===== config.mk =====
export PLATFORM = sky130hd
export DESIGN_NAME = bezier_triangle_eval_flat
export DESIGN_NICKNAME = d
export VERILOG_FILES = /design/src/hdl/bte_pkg.sv /design/src/hdl/bte_if.sv /design/src/hdl/bezier_triangle_eval.sv /design/src/flat_wrapper.sv
export VERILOG_INCLUDE_DIRS = /design/src /design/src/hdl
export SDC_FILE = /design/constraint.sdc
export NUM_CORES = 2
export LEC_CHECK = 0
export BUFFER_PORTS_ARGS = -buffer_cell sky130_fd_sc_hd__buf_2
export CAP_MARGIN = 10
export CORE_MARGIN = 3
export CORE_UTILIZATION = 25
export CTS_CLUSTER_SIZE = 40
export DETAILED_ROUTE_END_ITERATION = 16
export SYNTH_ARGS = -nofsm -noshare
export SYNTH_HDL_FRONTEND = slang
export SYNTH_SLANG_ARGS = --single-unit

===== constraint.sdc =====
create_clock -name clk -period 19.9 [get_ports clk]
set_input_delay 1.99 -clock clk [delete_from_list [all_inputs] [get_ports clk]]
set_output_delay 1.99 -clock clk [all_outputs]
set_load 0.05 [all_outputs]

===== src/hdl/assert_macros.svh =====
// Assertion helpers shared by the RTL.
`ifndef ASSERT_MACROS_SVH
`define ASSERT_MACROS_SVH

// Checks that a property holds at every rising clock edge outside reset.
`define ASSERT_CLK(label, clk, rst_n, prop, msg) \
	label: assert property (@(posedge clk) disable iff (!rst_n) (prop)) else $error(msg);

// Checks that a signal keeps its value on the edge after a condition holds.
`define ASSERT_HOLD(label, clk, rst_n, cond, sig, msg) \
	label: assert property (@(posedge clk) disable iff (!rst_n) \
		(cond) |=> $stable(sig)) else $error(msg);

`endif


===== src/hdl/bte_pkg.sv =====
`timescale 1ns / 1ps
package bte_pkg;
	localparam int DataW = 32;
	localparam int BaryW = 17;

	typedef enum logic [1:0] {
		KIND_POINT = 2'd0,
		KIND_DU    = 2'd1,
		KIND_DV    = 2'd2,
		KIND_DW    = 2'd3
	} kind_t;

	typedef struct packed {
		logic             mode;
		logic [3:0]       point_index;
		logic [DataW-1:0] point_x;
		logic [DataW-1:0] point_y;
		logic [DataW-1:0] point_z;
		logic [BaryW-1:0] bary_u;
		logic [BaryW-1:0] bary_v;
		logic [BaryW-1:0] bary_w;
	} in_item_t;

	typedef struct packed {
		logic [1:0]       result_kind;
		logic [DataW-1:0] out_x;
		logic [DataW-1:0] out_y;
		logic [DataW-1:0] out_z;
		logic             last;
	} out_item_t;

	typedef enum logic [2:0] {
		ST_IDLE,
		ST_COPY,
		ST_CUT,
		ST_FINAL,
		ST_DERIV,
		ST_EMIT
	} state_t;
endpackage


===== src/hdl/bte_if.sv =====
`timescale 1ns / 1ps
interface bte_in_if;
	logic valid;
	logic ready;
	bte_pkg::in_item_t data;
	modport source (output valid, output data, input ready);
	modport sink (input valid, input data, output ready);
endinterface

interface bte_out_if;
	logic valid;
	logic ready;
	bte_pkg::out_item_t data;
	modport source (output valid, output data, input ready);
	modport sink (input valid, input data, output ready);
endinterface


===== src/hdl/bezier_triangle_eval.sv =====
`timescale 1ns / 1ps
// Channel   Dir  Payload
// in_ch     in   mode, point_index, point_x/y/z, bary_u/v/w
// out_ch    out  result_kind, out_x/y/z, last
// cfg       in   degree (cfg_we, cfg_wdata)
// An evaluation reads one operand, then accumulates its product on a single shared
// multiplier for each of the three products of a corner cut. Per coordinate it copies
// the points, runs the cuts, the final cut and the derivatives; then four result beats.
// in_ch.ready is low from acceptance of an evaluate beat until its last result leaves,
// and each result beat waits for out_ch.ready. arst_n resets the sequencer and sets
// degree to 3; control points are not cleared.
module bezier_triangle_eval #(
	parameter int MAX_DEGREE  = 3,
	parameter int COORD_WIDTH = 32,
	parameter int FRAC_BITS   = 16
) (
	input  logic             clk,
	input  logic             arst_n,
	input  logic             cfg_we,
	input  logic [1:0]       cfg_wdata,
	bte_in_if.sink           in_ch,
	bte_out_if.source        out_ch
);
	import bte_pkg::*;
	`include "assert_macros.svh"

	localparam int NumPts = (MAX_DEGREE + 1) * (MAX_DEGREE + 2) / 2;
	localparam int IdxW   = $clog2(NumPts);
	localparam int CW     = COORD_WIDTH;
	localparam int PW     = CW + BaryW + 1;   // signed product width
	localparam int AW     = PW + 3;           // accumulator width
	localparam int DegW   = $clog2(NumPts + 1);

	state_t state_q, state_d;
	logic [1:0]      degree_q;
	logic [CW*3-1:0] cp_mem [NumPts];
	logic [CW-1:0]   buf_mem [NumPts];
	logic [CW-1:0]   rd_q;
	logic [BaryW-1:0] u_q, v_q, w_q;
	logic [1:0]      coord_q;
	logic [DegW-1:0] n_q, m_q, r_q, k_q;
	logic [IdxW-1:0] idx_q;
	logic [1:0]      term_q, dcnt_q;
	logic            rd_ok_q;
	logic signed [AW-1:0] acc_q;
	logic [CW-1:0]   res_q [4][3];
	logic [1:0]      kind_q;

	// Effective degree from the register.
	logic [DegW-1:0] n_eff;
	always_comb begin
		n_eff = (degree_q == 2'd0) ? DegW'(1) : DegW'(degree_q);
		if (n_eff > DegW'(MAX_DEGREE)) n_eff = DegW'(MAX_DEGREE);
	end

	function automatic logic [DegW-1:0] tri_base(input logic [DegW-1:0] r);
		logic [2*DegW-1:0] p;
		p = (2*DegW)'(r) * (2*DegW)'(r + DegW'(1));
		return DegW'(p >> 1);
	endfunction

	function automatic logic [CW-1:0] sat_cw(input logic signed [AW-1:0] x);
		logic signed [AW-1:0] hi, lo;
		hi = AW'((64'sd1 <<< (CW - 1)) - 1);
		lo = -hi - AW'(1);
		if (x > hi) return CW'(hi);
		if (x < lo) return CW'(lo);
		return CW'(x);
	endfunction

	function automatic logic [DataW-1:0] sat32(input logic [CW-1:0] x);
		logic signed [AW-1:0] s;
		s = AW'($signed(x));
		if (s > AW'(64'sd2147483647)) return 32'h7fffffff;
		if (s < -AW'(64'sd2147483648)) return 32'h80000000;
		return DataW'(s);
	endfunction

	// Read address for the current cut term.
	logic [DegW-1:0] base_r, nbase_r;
	logic [IdxW-1:0] rd_addr;
	logic [BaryW-1:0] wgt;
	always_comb begin
		base_r  = tri_base(r_q);
		nbase_r = tri_base(r_q + DegW'(1));
		rd_addr = '0;
		wgt     = u_q;
		unique case (term_q)
			2'd0: begin rd_addr = IdxW'(base_r + k_q); wgt = u_q; end
			2'd1: begin rd_addr = IdxW'(nbase_r + k_q); wgt = v_q; end
			2'd2: begin rd_addr = IdxW'(nbase_r + k_q + DegW'(1)); wgt = w_q; end
			default: begin rd_addr = IdxW'(base_r + k_q); wgt = u_q; end
		endcase
		if (state_q == ST_COPY) rd_addr = idx_q;
		if (state_q == ST_DERIV) rd_addr = IdxW'(dcnt_q);
	end

	// Shared multiplier on the registered operand.
	logic signed [PW-1:0] prod;
	assign prod = PW'($signed(rd_q)) * $signed({1'b0, wgt});

	logic signed [AW-1:0] acc_sum, rounded, dprod;
	assign acc_sum = acc_q + AW'(prod);
	assign rounded = (acc_sum + AW'(64'sd1 <<< (FRAC_BITS - 1))) >>> FRAC_BITS;
	assign dprod   = AW'($signed(rd_q)) * $signed({1'b0, n_q});

	logic [CW-1:0] cut_val;
	assign cut_val = sat_cw(rounded);

	logic term_done, row_last, lvl_last;
	assign term_done = rd_ok_q && (term_q == 2'd2);
	assign row_last  = (k_q == r_q) && (r_q + DegW'(1) == m_q);
	assign lvl_last  = (m_q == DegW'(2));

	assign in_ch.ready  = (state_q == ST_IDLE);
	assign out_ch.valid = (state_q == ST_EMIT);
	assign out_ch.data.result_kind = kind_q;
	assign out_ch.data.out_x = sat32(res_q[kind_q][0]);
	assign out_ch.data.out_y = sat32(res_q[kind_q][1]);
	assign out_ch.data.out_z = sat32(res_q[kind_q][2]);
	assign out_ch.data.last  = (kind_q == KIND_DW);

	logic accept;
	assign accept = in_ch.valid && in_ch.ready;

	always_comb begin
		state_d = state_q;
		unique case (state_q)
			ST_IDLE:  if (accept && in_ch.data.mode) state_d = ST_COPY;
			ST_COPY:  if (rd_ok_q && idx_q == {IdxW{1'b1}}) begin
				state_d = (n_q == DegW'(1)) ? ST_FINAL : ST_CUT;
			end
			ST_CUT:   if (term_done && row_last && lvl_last) state_d = ST_FINAL;
			ST_FINAL: if (term_done) state_d = ST_DERIV;
			ST_DERIV: if (rd_ok_q && dcnt_q == 2'd0) begin
				state_d = (coord_q == 2'd2) ? ST_EMIT : ST_COPY;
			end
			ST_EMIT:  if (out_ch.ready && kind_q == KIND_DW) state_d = ST_IDLE;
			default:  state_d = ST_IDLE;
		endcase
	end

	always_ff @(posedge clk or negedge arst_n) begin
		if (!arst_n) begin
			state_q  <= ST_IDLE;
			degree_q <= 2'd3;
		end else begin
			state_q <= state_d;
			if (cfg_we) degree_q <= cfg_wdata;
		end
	end

	// Copy sweeps downward from the last point and wraps the index once more, so the
	// read of slot 0 lands in the cycle after; derivatives read slots 2, 1, 0.
	always_ff @(posedge clk) begin
		if (state_q == ST_COPY) rd_q <= cp_mem[idx_q][CW*coord_q +: CW];
		else rd_q <= buf_mem[rd_addr];
		unique case (state_q)
			ST_IDLE: begin
				if (accept && !in_ch.data.mode && 32'(in_ch.data.point_index) < NumPts) begin
					cp_mem[IdxW'(in_ch.data.point_index)] <= {
						CW'($signed(in_ch.data.point_z)),
						CW'($signed(in_ch.data.point_y)),
						CW'($signed(in_ch.data.point_x))};
				end
				u_q <= in_ch.data.bary_u;
				v_q <= in_ch.data.bary_v;
				w_q <= in_ch.data.bary_w;
				n_q <= n_eff;
				m_q <= n_eff;
				coord_q <= 2'd0;
				idx_q <= IdxW'(tri_base(n_eff + DegW'(1)) - DegW'(1));
				rd_ok_q <= 1'b0;
				kind_q <= KIND_POINT;
			end
			ST_COPY: begin
				idx_q <= idx_q - IdxW'(1);
				if (rd_ok_q) buf_mem[idx_q + IdxW'(1)] <= rd_q;
				if (rd_ok_q && idx_q == {IdxW{1'b1}}) begin
					rd_ok_q <= 1'b0;
					r_q <= '0; k_q <= '0; term_q <= 2'd0; acc_q <= '0;
					m_q <= n_q;
				end else begin
					rd_ok_q <= 1'b1;
				end
			end
			ST_CUT, ST_FINAL: begin
				rd_ok_q <= ~rd_ok_q;
				if (term_done) begin
					acc_q <= '0;
					term_q <= 2'd0;
					if (state_q == ST_CUT) begin
						buf_mem[IdxW'(base_r + k_q)] <= cut_val;
						if (k_q != r_q) k_q <= k_q + DegW'(1);
						else begin
							k_q <= '0;
							if (r_q + DegW'(1) != m_q) r_q <= r_q + DegW'(1);
							else begin
								r_q <= '0;
								m_q <= m_q - DegW'(1);
							end
						end
					end else begin
						res_q[0][coord_q] <= cut_val;
						dcnt_q <= 2'd2;
					end
				end else if (rd_ok_q) begin
					acc_q <= acc_sum;
					term_q <= term_q + 2'd1;
				end
			end
			ST_DERIV: begin
				rd_ok_q <= ~rd_ok_q;
				if (rd_ok_q) begin
					res_q[dcnt_q + 2'd1][coord_q] <= sat_cw(dprod);
					if (dcnt_q != 2'd0) dcnt_q <= dcnt_q - 2'd1;
					else begin
						coord_q <= coord_q + 2'd1;
						idx_q <= IdxW'(tri_base(n_q + DegW'(1)) - DegW'(1));
					end
				end
			end
			ST_EMIT: if (out_ch.ready) kind_q <= kind_q + 2'd1;
			default: ;
		endcase
	end

	`ASSERT_CLK(a_busy_not_ready, clk, arst_n,
		(state_q != ST_IDLE) |-> !in_ch.ready, "ready while busy")
	`ASSERT_CLK(a_out_only_emit, clk, arst_n,
		out_ch.valid |-> (state_q == ST_EMIT), "result outside emit")
	`ASSERT_CLK(a_kind_steps, clk, arst_n,
		(out_ch.valid && out_ch.ready && kind_q != KIND_DW) |=> (kind_q == $past(kind_q) + 2'd1),
		"result kind skipped")
	`ASSERT_HOLD(a_out_stable, clk, arst_n, out_ch.valid && !out_ch.ready, out_ch.data,
		"result changed while stalled")
endmodule


===== src/flat_wrapper.sv =====
// flat-port wrapper written by rule: the top's interface ports become plain ports
module bezier_triangle_eval_flat import bte_pkg::*;
#(
	parameter int MAX_DEGREE  = 3,
	parameter int COORD_WIDTH = 32,
	parameter int FRAC_BITS   = 16
)
  (clk, arst_n, cfg_we, cfg_wdata, in_ch_valid, in_ch_data, in_ch_ready, out_ch_valid, out_ch_data, out_ch_ready);
  bte_in_if in_ch_i ();
  bte_out_if out_ch_i ();
  input  logic clk;
  input  logic arst_n;
  input  logic cfg_we;
  input  logic [1:0] cfg_wdata;
  input wire logic [$bits(in_ch_i.valid)-1:0] in_ch_valid;
  input wire logic [$bits(in_ch_i.data)-1:0] in_ch_data;
  output wire logic [$bits(in_ch_i.ready)-1:0] in_ch_ready;
  output wire logic [$bits(out_ch_i.valid)-1:0] out_ch_valid;
  output wire logic [$bits(out_ch_i.data)-1:0] out_ch_data;
  input wire logic [$bits(out_ch_i.ready)-1:0] out_ch_ready;
  assign in_ch_i.valid = in_ch_valid;
  assign in_ch_i.data = in_ch_data;
  assign in_ch_ready = in_ch_i.ready;
  assign out_ch_valid = out_ch_i.valid;
  assign out_ch_data = out_ch_i.data;
  assign out_ch_i.ready = out_ch_ready;
  bezier_triangle_eval #(.MAX_DEGREE(MAX_DEGREE), .COORD_WIDTH(COORD_WIDTH), .FRAC_BITS(FRAC_BITS)) u_core (.clk(clk), .arst_n(arst_n), .cfg_we(cfg_we), .cfg_wdata(cfg_wdata), .in_ch(in_ch_i), .out_ch(out_ch_i));
endmodule

=== Yosys cells after proc, flatten, opt, wreduce, memory -nomap -nowiden ===
Memory sizes are Yosys's and may differ from the RTL's. A register that Yosys moved wholly into a read port is not among the register bits.
Cells that the tools add are included.

* Word-level logic and storage cells: 257
* Bits in registers: 170
* Input port bits: 159
* Memories kept: 3
* RAM bits: 1,664

* Equality and inequality tests: 32
* Add/sub/neg operators: 23
* Bitwise gates (word level): 2
* $lt $le $gt $ge: 14
* Multiplexer cells: 122
* $mul: 6
* Shifts and indexed selects: 1
* Reduce and logical (&&, ||, !) cells: 37

{| class="wikitable"
|+ Memories
! name !! words !! bits a word !! rd ports !! clocked after memory_dff !! wr ports !! RTL line !! RTL
|-
| u_core.cp_mem || 10 || 96 || 1 || 1 || 1 || bezier_triangle_eval.sv:36 || <nowiki>logic [CW*3-1:0] cp_mem [NumPts];</nowiki>
|-
| u_core.res_q || 4 || 96 || 1 || 1 || 1 || bezier_triangle_eval.sv:46 || <nowiki>logic [CW-1:0] res_q [4][3];</nowiki>
|-
| u_core.buf_mem || 10 || 32 || 1 || 0 || 1 || bezier_triangle_eval.sv:37 || <nowiki>logic [CW-1:0] buf_mem [NumPts];</nowiki>
|}

{| class="wikitable"
|+ Operators with widths
! operator !! count
|-
| two-way mux 32 bit || 25
|-
| two-way mux 96 bit || 4
|-
| two-way mux 53 bit || 3
|-
| case mux 53 bit (2 select lines) || 1
|-
| greater-than comparator 32 bit (second input constant) || 3
|-
| less-than comparator 32 bit (second input constant) || 3
|-
| OR reduction 96 bit || 1
|-
| indexed part select 96 x 8 -> 32 bit || 1
|-
| two-way mux 4 bit || 20
|-
| demux 32 bit (select 2 bit) || 1
|-
| adder 53 x 17 -> 53 bit (second input constant) || 1
|-
| adder 53 x 50 -> 53 bit || 1
|-
| greater-than comparator 53 x 32 -> 1 bit (second input constant) || 1
|-
| less-than comparator 53 x 32 -> 1 bit (second input constant) || 1
|-
| multiplier 32 x 18 -> 50 bit || 1
|-
| greater-than comparator 37 x 32 -> 1 bit (second input constant) || 1
|-
| less-than comparator 37 x 32 -> 1 bit (second input constant) || 1
|-
| multiplier 32 x 5 -> 37 bit || 1
|-
| two-way mux 1 bit || 36
|-
| case mux 17 bit (2 select lines) || 1
|-
| multiplier 4 x 8 -> 5 bit || 4
|-
| OR reduction 32 bit || 1
|-
| two-way mux 2 bit || 13
|-
| adder 4 x 1 -> 4 bit (second input constant) || 6
|-
| other kinds (43) || 106
|}

=== Longest topological paths before layout ===
* Word-level depth: 13
* Gate-level depth with buffers: 40

=== Worst setup path before layout ===
No wires, ideal clock.

* Kind: register to register
* Start: reg u_core.state_q[0]
* End: mem u_core.cp_mem[0][0] in the netlist's numbering (enable)
* Library setup time: 670 ps
* Arrival time: 12,891 ps
* Cell stages (with the launch flop): 6
* Slack: 6,340 ps
* Period minus slack after synthesis: 13,560 ps
* Data required time: 19,230 ps
* Path through: dfrtp_1 clkbuf_1 nor3_1 nand3b_1 or3_1 nor3_1

* Cells in the longest elaborated chain, start to end: 7

{| class="wikitable"
|+ RTL lines
! element !! RTL line !! RTL
|-
| start: declaration || bezier_triangle_eval.sv:34 || <nowiki>state_t state_q, state_d;</nowiki>
|-
| start signal: assignment || bezier_triangle_eval.sv:148 || <nowiki>state_q <= state_d;</nowiki>
|-
| zero test 3 bit * || bezier_triangle_eval.sv:115 || <nowiki>assign in_ch.ready = (state_q == ST_IDLE);</nowiki>
|-
| via in_ch_ready || flat_wrapper.sv:17 || <nowiki>output wire logic [$bits(in_ch_i.ready)-1:0] in_ch_ready;</nowiki>
|-
| logical AND 1 bit || bezier_triangle_eval.sv:124 || <nowiki>assign accept = in_ch.valid && in_ch.ready;</nowiki>
|-
| logical AND 1 bit (2 in series) || bezier_triangle_eval.sv:160 || <nowiki>if (accept && !in_ch.data.mode && 32'(in_ch.data.point_index) < NumPts) begin</nowiki>
|-
| two-way mux 1 bit || bezier_triangle_eval.sv:160 ||
|-
| two-way mux 1 bit * || bezier_triangle_eval.sv:158 || <nowiki>unique case (state_q)</nowiki>
|-
| two-way mux 1 bit (implied by the code) * || bezier_triangle_eval.sv:161 || <nowiki>cp_mem[IdxW'(in_ch.data.point_index)] <= {</nowiki>
|-
| end: declaration || bezier_triangle_eval.sv:36 ||
|}

Mark *: on every way through the listed nets, which the timed path passes. The rest lies on a longest branch.

=== Worst setup path in the final report ===
* Start: reg u_core.term_q[0]
* End: mem u_core.res_q[1][25] in the netlist's numbering (data pin)

* Cells in the longest elaborated chain, start to end: 11
* Elaborated cells on any way between the ends: 15
* Those cells by class: add/sub: 2; mul: 1; order compare: 2; eq/ne: 2; mux: 8

{| class="wikitable"
|+ RTL lines
! element !! RTL line !! RTL
|-
| start: declaration || bezier_triangle_eval.sv:43 || <nowiki>logic [1:0] term_q, dcnt_q;</nowiki>
|-
| start signal: assignment || bezier_triangle_eval.sv:209 || <nowiki>term_q <= term_q + 2'd1;</nowiki>
|-
| equality test 2 bit or equality test 2 x 1 -> 1 bit (tied branches) || bezier_triangle_eval.sv:88 || <nowiki>unique case (term_q)</nowiki>
|-
| case mux 17 bit (2 select lines) * || bezier_triangle_eval.sv:88 ||
|-
| multiplier 32 x 18 -> 50 bit * || bezier_triangle_eval.sv:100 || <nowiki>assign prod = PW'($signed(rd_q)) * $signed({1'b0, wgt});</nowiki>
|-
| adder 53 x 50 -> 53 bit * || bezier_triangle_eval.sv:103 || <nowiki>assign acc_sum = acc_q + AW'(prod);</nowiki>
|-
| adder 53 x 17 -> 53 bit * || bezier_triangle_eval.sv:104 || <nowiki>assign rounded = (acc_sum + AW'(64'sd1 <<< (FRAC_BITS - 1))) >>> FRAC_BITS;</nowiki>
|-
| less-than comparator 37 x 32 -> 1 bit || bezier_triangle_eval.sv:67 || <nowiki>if (x < lo) return CW'(lo);</nowiki>
|-
| two-way mux 1 bit (2 in series) || bezier_triangle_eval.sv:67 ||
|-
| two-way mux 32 bit || bezier_triangle_eval.sv:68 || <nowiki>return CW'(x);</nowiki>
|-
| two-way mux 32 bit * || bezier_triangle_eval.sv:67 ||
|-
| two-way mux 96 bit (no source line) * || - ||
|-
| end: declaration || bezier_triangle_eval.sv:46 ||
|}

Mark *: on every way between the ends. The rest lies on a longest branch, timed or not. The select of a mux whose other input is x is not followed.

==> flow_summary_export.csv <==
group,metric,value,unit
run_status,status,"finished, final reports clean",
synth,ys_ff_latch,1838,
clocking,cts_made_buffers,189,
sta,min_period_over_period,0.5938,
clocking,h-tree-depth,4,
drt,dr_total_vias,55270,
drt,viasPerCell,4.601,
sta,drv_slew,0,
synth,async_reset_ff_frac,0.002720,
synth,ys.flop_type,"edfxtp_1",
hold_path,holdCritStartpoint,"u_core.term_q[0]",
global_route,grt_overflow_total,0,
cells_and_area,drive_gt1_frac,0.1817,
setup_path,r2r_start,"u_core.term_q[0]",
drt,routedWlPerCell,21.82,um
global_route,grt_pass1_vias,57860,
placement,preCtsSetupSlack,8.170,ns
synth,synthesis.nets,7428,
floorplanning,die_area,394600,um^2
floorplanning,coreArea,384000,um^2
global_route,grt_start_max_net_pins,88,
sta,tns,0,ns
drt,ant_nets,0,
job,cap_violations,0,
sta,slew_headroom,0.1804,
global_route,grt_pass1_wl,389.8,mm
clocking,ctsRootBufferMaster,"clkbuf_16",
sta,rsz0062_at_grt,"false",
synth,avgSynthCellArea,15.01,um^2
drt,dr.first_iter.drc_count,4829,
clocking,postCtsHoldBufs,0,
floorplanning,die_w,628.2,um
setup_path,worstPathArrival,12.41,ns
sta,setup_viol_count_final,0,
hold_path,min_to,"u_core.term_q[0]",
cells_and_area,stdcell_count,12010,
placement,place_area,104600,um^2
cells_and_area,finalInstanceArea,110800,um^2
clocking,cts_setup_buffers,0,
synth,synth_enable_flop_cells,1795,
clocking,cts.repair.resized,0,
sta,finalCriticalPeriod,11.82,ns
setup_path,cp_slowest_stage_delay,0.93,ns
setup_path,cp_slowest_cell,"a2111oi_0",
setup_path,crit_required,20.50,ns
floorplanning,start_util,0.2520,
sta,finalClockSkew,0.1344,ns
drt,drc,0,
synth,yosysSeqAreaShare,0.5661,
cells_and_area,final_cell_mix,"1795 x edfxtp_1, 783 x inv_1, 591 x fa_1",
clocking,insertion_delay,0.92,ns
sta,worst_slack,8.084,ns
floorplanning,die_h,628.2,um
clocking,clk_path_buf_depth,4,
setup_path,worstRegToRegCells,32,
setup_path,rrSetupSlack,8.08,ns
synth,synth_top_area_share,0.5570,
setup_path,crit_fanout,43,
setup_path,rr_endpoint,"u_core.res_q[1][25]",
setup_path,crit_type,"register to register",
floorplanning,rows,227,
drt,first_pass_iters,6,
hold_path,hold_path.class,"register to register",
cells_and_area,area_delta_synth_final,14.44,%
cells_and_area,fin_nets,7674,
synth,synth.area.top_cells,"edfxtp_1 56%, fa_1 12%, mux4_2 9.7%",
global_route,grt_usage,0.1302,
sta,clock.fmax,0.08463,GHz
setup_path,worstSetupStartpointType,"register",
placement,portBuffers,259,
hold_path,holdPathStages,1,
synth,yosysTopAreaCell,"edfxtp_1",
placement,gp_congestion,0.9365,
floorplanning,ioPinCount,260,
cells_and_area,final_common_cell,"edfxtp_1",
clocking,cts_tree,"built",
clocking,cts_sinks,1838,
global_route,grt_antenna_before_repair,68,
drt,wl,262.1,mm
sta,tightest_slew,1.228,ns
setup_path,cp-end-kind,"register",
synth,syn_inst,6447,
synth,syn_area,96780,um^2
sta,finalHoldViolCount,0,
placement,dp_hpwl,176.0,mm
synth,synth_warnings,0,
clocking,cts.reportedPaths.clkPinSlew,0.06,ns
synth,ys_types,88,
placement,dp_cells,11650,
==> through the flow <==
step	hold slack, ns	utilization
after floorplan	0.5379	-
after global placement	0.5951	0.2725
after detailed placement	0.6069	0.2725
after CTS	0.6217	0.2883
after global routing	0.6371	0.2883
final	0.6139	0.2884
==> layout make-up <==
| class | instances | area, um^2 |
|---|---|---|
| sequential | 1838 | 54810 |
| fill | 38340 | 273200 |
| antenna | 23 | 57.56 |
| multi-input combinational | 3483 | 38090 |
| timing repair buffer | 398 | 2352 |
| clock inverter | 104 | 1071 |
| clock buffer | 231 | 4990 |
| tap | 5152 | 6446 |
| inverter | 783 | 2939 |
==> kinds of logic after synthesis <==
family	count (synthesis)	share of synthesized area
compound gates	652	0.04535
flops	1838	0.5661
buf+inv	1126	0.04410
simple gates	1323	0.06856
xor+xnor	126	0.01148
mux	560	0.1123
fa+ha+maj	822	0.1521
==> worst max-delay path, delay by kind of cell, from the launching register on <==
kind / cells / cell delay (ns)
flip-flops: 1 / 0.38
AND/OR/NAND/NOR: 8 / 2.42
buffers and inverters: 8 / 1.63
adder cells (fa/ha/maj): 8 / 4.30
AO/OA/AOI/OAI: 7 / 2.58
XOR/XNOR: 1 / 0.21
==> worst max path at each step <==
stage	startpoint	endpoint	slack, ns	depth (start not counted)
after floorplan	u_core.state_q[0]	u_core.cp_mem[0][0]	6.34	5
after global routing	u_core.term_q[0]	u_core.res_q[1][89]	7.33	32
after global placement	u_core.term_q[0]	u_core.buf_mem[8][30]	8.03	30
after CTS	u_core.term_q[0]	u_core.res_q[0][57]	8.12	32
final	u_core.term_q[0]	u_core.res_q[1][25]	8.08	32
after detailed placement	u_core.term_q[0]	u_core.res_q[0][89]	8.17	32
==> state kept, by name, summed over array words and instances, names as in the netlist, 4 cells and up, named ones only <==
name            cells
u_core.u_q         17
u_core.w_q         17
u_core.acc_q       53
u_core.r_q          4
u_core.res_q      384
u_core.idx_q        4
u_core.cp_mem     960
u_core.m_q          4
u_core.k_q          4
u_core.v_q         17
u_core.buf_mem    320
u_core.rd_q        32
==> layer usage <==
metal / wire [um] / part of all wire / vias to the layer above / global-route usage
li1: - / - / 23700 / -
met1: 111900 / 0.43 / 29020 / 0.1793
met2: 120600 / 0.46 / 2059 / 0.2066
met3: 22010 / 0.084 / 435 / 0.02956
met4: 7265 / 0.028 / 48 / 0.03375
met5: 313 / 0.0012 / - / 0
==> cell usage after synthesis, drive strengths merged (43+ instances only) <==
cell type	n
a211oi	53
a21oi	171
a31oi	45
and2	135
buf	88
clkbuf	255
edfxtp	1795
fa	591
ha	231
inv	783
mux2	43
mux2i	101
mux4	416
nand2	412
nand3	44
nor2	235
nor2b	286
nor3	60
o211ai	49
o21ai	111
xnor2	77
xor2	49
Power is left out: the tool's default activity adds up to more than one toggle a clock period on the data nets, which glitch-free logic cannot reach.
